**src/rtl/bale_pkg.sv**
```systemverilog
// ----------------------------------------------------------------------------
// bale_pkg
// Shared widths, operation and status codes, and the command/status bundles
// passed between the list controller and the list datapath.
// ----------------------------------------------------------------------------
package bale_pkg;

   localparam int KindW   = 3;
   localparam int ValueW  = 32;
   localparam int PosW    = 10;
   localparam int StatusW = 2;
   localparam int IndexW  = 10;
   localparam int CountW  = 11;

   typedef enum logic [KindW-1:0] {
      KIND_APPEND  = 3'd0,
      KIND_DEL_POS = 3'd1,
      KIND_DEL_VAL = 3'd2,
      KIND_FIND    = 3'd3,
      KIND_READ    = 3'd4,
      KIND_CLEAR   = 3'd5
   } kind_type;

   typedef enum logic [StatusW-1:0] {
      STATUS_OK     = 2'd0,
      STATUS_FULL   = 2'd1,
      STATUS_RANGE  = 2'd2,
      STATUS_ABSENT = 2'd3
   } status_type;

   typedef enum logic [1:0] {
      IDX_HOLD,
      IDX_ZERO,
      IDX_INC
   } idx_op_type;

   typedef enum logic [1:0] {
      CNT_HOLD,
      CNT_INC,
      CNT_DEC,
      CNT_ZERO
   } cnt_op_type;

   typedef struct packed {
      logic       load_req;   // capture the accepted request
      idx_op_type idx_op;
      cnt_op_type cnt_op;
      logic       mem_we;
      logic       wr_shift;   // 1: move read data down to idx, 0: append at count
      logic       rd_next;    // read address idx + 1 instead of idx
      logic       status_we;
      status_type status;
      logic       rsp_load;
   } ctrl_cmd_type;

   typedef struct packed {
      kind_type kind;
      logic     full;
      logic     pos_ok;
      logic     cnt_zero;
      logic     match;
      logic     last;         // idx + 1 has reached count
      logic     out_free;
   } dp_stat_type;

endpackage

```
**src/rtl/bale_controller.sv**
```systemverilog
// ----------------------------------------------------------------------------
// bale_controller
// Sequencer for list operations: decode, linear scan, shift-down, response.
// ----------------------------------------------------------------------------
module bale_controller (
   input  logic                   clock,
   input  logic                   reset,
   input  logic                   req_valid,
   output logic                   req_ready,
   input  bale_pkg::dp_stat_type  stat,
   output bale_pkg::ctrl_cmd_type cmd
);

   typedef enum logic [2:0] {
      ST_IDLE,
      ST_DECODE,
      ST_SCAN_ADDR,
      ST_SCAN_TEST,
      ST_SHIFT_RD,
      ST_SHIFT_WR,
      ST_REPLY
   } state_type;

   state_type state_ff, state_in;

   always_comb begin
      state_in       = state_ff;
      cmd            = '0;
      cmd.idx_op     = bale_pkg::IDX_HOLD;
      cmd.cnt_op     = bale_pkg::CNT_HOLD;
      cmd.status     = bale_pkg::STATUS_OK;
      req_ready      = 1'b0;

      unique case (state_ff)
         ST_IDLE: begin
            req_ready = 1'b1;
            if (req_valid) begin
               cmd.load_req = 1'b1;
               state_in     = ST_DECODE;
            end
         end

         ST_DECODE: begin
            cmd.status_we = 1'b1;
            state_in      = ST_REPLY;
            unique case (stat.kind) inside
               bale_pkg::KIND_APPEND: begin
                  if (stat.full) begin
                     cmd.status = bale_pkg::STATUS_FULL;
                  end else begin
                     cmd.mem_we = 1'b1;
                     cmd.cnt_op = bale_pkg::CNT_INC;
                  end
               end
               bale_pkg::KIND_DEL_POS: begin
                  if (!stat.pos_ok) begin
                     cmd.status = bale_pkg::STATUS_RANGE;
                  end else begin
                     state_in = ST_SHIFT_RD;
                  end
               end
               bale_pkg::KIND_DEL_VAL, bale_pkg::KIND_FIND: begin
                  cmd.idx_op = bale_pkg::IDX_ZERO;
                  if (stat.cnt_zero) begin
                     cmd.status = bale_pkg::STATUS_ABSENT;
                  end else begin
                     state_in = ST_SCAN_ADDR;
                  end
               end
               bale_pkg::KIND_READ: begin
                  // entry at position is being read this cycle
                  if (!stat.pos_ok) begin
                     cmd.status = bale_pkg::STATUS_RANGE;
                  end
               end
               bale_pkg::KIND_CLEAR: begin
                  cmd.cnt_op = bale_pkg::CNT_ZERO;
               end
               default: begin
               end
            endcase
         end

         ST_SCAN_ADDR: begin
            state_in = ST_SCAN_TEST;
         end

         ST_SCAN_TEST: begin
            if (stat.match) begin
               state_in = (stat.kind == bale_pkg::KIND_FIND) ? ST_REPLY : ST_SHIFT_RD;
            end else if (stat.last) begin
               cmd.status_we = 1'b1;
               cmd.status    = bale_pkg::STATUS_ABSENT;
               state_in      = ST_REPLY;
            end else begin
               cmd.idx_op = bale_pkg::IDX_INC;
               state_in   = ST_SCAN_ADDR;
            end
         end

         ST_SHIFT_RD: begin
            if (stat.last) begin
               cmd.cnt_op = bale_pkg::CNT_DEC;
               state_in   = ST_REPLY;
            end else begin
               cmd.rd_next = 1'b1;
               state_in    = ST_SHIFT_WR;
            end
         end

         ST_SHIFT_WR: begin
            cmd.mem_we   = 1'b1;
            cmd.wr_shift = 1'b1;
            cmd.idx_op   = bale_pkg::IDX_INC;
            state_in     = ST_SHIFT_RD;
         end

         ST_REPLY: begin
            if (stat.out_free) begin
               cmd.rsp_load = 1'b1;
               state_in     = ST_IDLE;
            end
         end

         default: begin
            state_in = ST_IDLE;
         end
      endcase
   end

   always_ff @(posedge clock) begin
      if (reset) begin
         state_ff <= ST_IDLE;
      end else begin
         state_ff <= state_in;
      end
   end

endmodule

```
**config.mk**
```make
export PLATFORM = sky130hd
export DESIGN_NAME = bale_controller
export DESIGN_NICKNAME = d
export VERILOG_FILES = /design/src/rtl/bale_pkg.sv /design/src/rtl/bale_controller.sv
export SDC_FILE = /design/constraint.sdc
export NUM_CORES = 1
export LEC_CHECK = 0
export ABC_CLOCK_PERIOD_IN_PS = 1700
export CORE_AREA = 2 2 39 41
export DETAILED_ROUTE_END_ITERATION = 7
export DIE_AREA = 0 0 41 43
export DONT_BUFFER_PORTS = 1
export PLACE_DENSITY_LB_ADDON = 0.2
export REMOVE_ABC_BUFFERS = 1
export SETUP_SLACK_MARGIN = 0.02
export SYNTH_ARGS = -nofsm -noshare
export SYNTH_HDL_FRONTEND = slang
export SYNTH_SLANG_ARGS = --single-unit
export TNS_END_PERCENT = 1
```
**constraint.sdc**
```tcl
create_clock -name clock -period 1.7 [get_ports clock]
set_input_delay 0.17 -clock clock [delete_from_list [all_inputs] [get_ports clock]]
set_output_delay 0.17 -clock clock [all_outputs]
set_load 0.01 [all_outputs]
```
Yosys cells after proc, flatten, opt, wreduce, memory -nomap -nowiden
Index checks and enable logic that the tools add are counted.

storage, ports and cells
  bits in registers = 3
  bits of input ports = 12
  output and inout port bits = 13
  word-level logic and storage cells = 54

cells by class
  eq/ne operators = 13
  multiplexer cells = 35
  reductions and logical operators = 5

operator list
  kind                                                                    number
  3-bit two-way mux                                                       7
  3-bit one-hot mux with 7 select lines                                   1
  2-bit two-way mux                                                       9
  3-bit equality test (second input constant)                             5
  3-bit by 2-bit equality test with 1-bit output (second input constant)  4
  2-bit one-hot mux with 3 select lines                                   2
  3-bit one-hot mux with 2 select lines                                   2
  1-bit two-way mux                                                       11
  2-bit one-hot mux with 2 select lines                                   2
  3-bit by 1-bit equality test with 1-bit output (second input constant)  2
  3-bit zero test                                                         2
  2-bit != test (second input constant)                                   2
  2-bit OR reduction                                                      2
  1-bit one-hot mux with 2 select lines                                   1
  2-bit AND reduction                                                     1

Longest topological paths before layout
  depth in word-level cells = 4
  depth in mapped cells = 4
  gate-level depth less buffers = 3

Worst setup path before layout
No wires, ideal clock.

  path type = reg-to-output
  from = register state_ff[1]
  to = output cmd[1] (netlist bit)
  data arrival time = 1.052 ns
  data required time = 1.530 ns
  path slack = 0.478 ns
  cell stages (with the launch flop) = 4
  path buffers = 0
  cells stage by stage = dfxtp_1 nor3b_1 nand2b_1 o21ai_0

RTL lines
  element                 RTL line                text
  start, declared         bale_controller.sv:24   state_type state_ff, state_in;
  start signal, assigned  bale_controller.sv:135  state_ff <= state_in;
  end, declared           bale_controller.sv:11   output bale_pkg::ctrl_cmd_type cmd

==> impl_metrics.py <==
metrics = {
    "sta": {
        "slew_headroom_pct": 71.65,
        "timing.setup.tns_ps": 0,
        "fin_crit_sh_pct": 95.67,
        "final_hold_viol_count": 0,
        "maxSlewViolCount": 0,
        "period_needed_ps": 1626,
        "rsz0062_at_grt": "yes",
        "fmax_mhz": 614.8,
        "worst_slew_pin_slew_ps": 424.6,
        "setup_violations": 0,
        "setup_slack_ps": 73.58,
        "fin_worst_skew_ps": 6.084,
    },
    "clocking": {
        "clock-sinks": 3,
        "clock_latency_ps": 240,
        "clk_pin_slew_ps": 40,
        "root_buffer": "clkbuf_4",
        "cts_buffers": 3,
        "clk_path_buf_depth": 2,
        "htreeDepth": 1,
        "cts_tree": "done",
        "postCtsSetupBuffers": 0,
    },
    "placed_design": {
        "portBuffers": 0,
        "gp_congestion": 0.6877,
        "place_ws_ps": 260.6,
        "dp_hpwl_um": 802.8,
    },
    "finish": {
        "fin_nets": 74,
        "top_register": "state_ff",
        "largest_reg_flops": 3,
        "reg_top3": "state_ff (3)",
        "syn_to_final_growth_pct": 9.912,
        "drive_gt1_share_pct": 24.59,
        "multi_input_area_um2": 325.3,
        "fillCellCount": 160,
        "register_area_um2": 60.06,
        "n_antenna_cell": 0,
    },
    "global_route": {
        "grt_usage_pct": 13.81,
        "antenna_found_initial": 0,
        "grt_max_degree": 15,
        "grt_pass1_wl_um": 1642,
        "grt_pass1_vias": 385,
        "gr-total-overflow": 0,
    },
    "synthesis": {
        "synthCells": 57,
        "yosysWarnings": 0,
        "ys_seq_area_share_pct": 13.99,
        "yosysUniqueCellTypes": 31,
        "synth_top_area_share_pct": 13.99,
        "syn_area_per_cell_um2": 7.529,
        "synth_edf_count": 0,
        "synth_ff_type": "dfxtp_1",
        "synth.area.top_cells": "dfxtp_1 (14%), buf_6 (7.9%), and3b_2 (7.0%)",
        "syn_area_um2": 429.2,
        "synth_seq_cells": 3,
        "synth-async-reset-ratio_pct": 0,
        "synth_top_area_cell": "dfxtp_1",
    },
    "setup_path": {
        "reg2reg_depth": 3,
        "path_class": "reg2out",
        "r2r-start": "state_ff[2]",
        "regToRegSetupSlack_ps": 520,
        "reg2reg_to": "state_ff[1]",
        "cp_data_required_time_ps": 1530,
        "start_kind": "flop",
        "end_kind": "output pin",
        "cp.arrival_ps": 1460,
        "cp_max_fo": 14,
    },
    "drt": {
        "first_iter_violations": 2,
        "wl_um": 1057,
        "via_per_inst": 5.753,
        "firstDrtPassIters": 2,
        "via_count": 443,
        "wl_per_cell_um": 13.73,
        "ant_nets": 0,
        "drcViolationCount": 0,
    },
    "power": {
        "power.density_nw_per_um2": 958.7,
        "power.leakage_nw": 0.1824,
        "ir_drop_uv": 329.4,
    },
    "min_path": {
        "hold_depth": 2,
        "whs_endpoint": "state_ff[2]",
        "hold_start": "stat[1]",
        "hp-class": "in2reg",
    },
    "floorplanning": {
        "die-area_um2": 1763,
        "core_um2": 1384,
        "fp.dieH_um": 43,
        "fp-row-count": 14,
        "io_pins": 25,
        "initial_core_util_pct": 31.01,
        "die_w_um": 41,
    },
    "job": {
        "cap_violations": 0,
    },
    "status": {
        "status": "finished clean",
    },
}
where the power goes:
group | internal, mW | switching (mW)
Combinational | 0.102 | 0.105
Sequential | 0.0869 | 0.0291
Clock | 0.0882 | 0.0405
Total | 0.277 | 0.175
kinds of logic after synthesis:
family	count (synthesis)	share of synthesized area [%]
flops	3	13.99
simple gates	30	45.48
mux	1	2.332
compound gates	17	26.82
buf+inv	6	11.37
final cells by class:
class                           count  area share [%]
Multi-Input combinational cell     48           68.97
Sequential cell                     3           12.73
Timing Repair Buffer                4           6.897
Clock buffer                        4           5.570
Tap cell                           16           4.244
Inverter                            2           1.592
per-stage QoR:
step | hold WS (ps) | instances | instance area (um^2) | util, % | power, mW
6_report | 130.7 | 77 | 471.7 | 34.09 | 0.4522
5_1_grt | 138.3 | 77 | 471.7 | 34.09 | 0.4948
4_1_cts | 129.1 | 77 | 466.7 | 33.73 | 0.4550
3_5_place_dp | 242.6 | 72 | 430.4 | 31.10 | 0.3188
3_3_place_gp | 241.8 | 72 | 430.4 | 31.10 | 0.3202
2_1_floorplan | 239.1 | 53 | 387.9 | - | 0.2587
worst max-delay path, cell delays in order, from the launching register on:
cell     delay [ps]
dfxtp_1         430
or3b_1          450
nor3_1          340
metal layers:
metal | routed length [um] | vias to the layer above | track usage [%]
met5 | 0 | - | 0
met4 | 0 | 0 | 6.000
met3 | 112 | 0 | 5.759
met2 | 462 | 25 | 19.69
met1 | 481 | 200 | 17.52
li1 | - | 218 | -
synthesized netlist by cell type (2+ instances only):
cell	n
dfxtp_1	3
or3_1	2
or3b_1	2
nand2b_1	2
a21oi_1	3
o21ai_0	5
nand2_1	3
buf_6	3
nor3_1	6
a22oi_1	2
and3b_2	3
inv_1	2
nor2_1	3
placed cells by master, fill, tap and decap left out, drive strengths merged:
master,instances
a21oi,4
a22oi,2
a2bb2oi,1
a311o,1
a31oi,1
and2,1
and2b,1
and3,1
and3b,3
buf,3
clkbuf,4
dfxtp,3
dlygate4sd3,1
inv,2
mux2i,1
nand2,3
nand2b,3
nand3,1
nand3b,1
nor2,3
nor2b,1
nor3,6
nor3b,1
o21ai,5
o21bai,1
o221ai,1
o22a,1
or2b,1
or3,2
or3b,2
worst max path at each step:
stage                           start  endpoint  slack, ps
after floorplan           state_ff[0]    cmd[1]        360
after global placement    state_ff[2]    cmd[1]        300
after detailed placement  state_ff[2]    cmd[1]        260
after CTS                 state_ff[2]    cmd[2]         20
after global routing      state_ff[2]    cmd[2]        0.5
final                     state_ff[2]    cmd[7]         70
what timing repair did:
action / CTS / global route
hold buffers: 1 / 0
gates resized for setup: 1 / 1
endpoints found under the hold margin: 3 / 0
setup endpoints to repair: 1 / 4
Power figures use the tool's default switching activity.
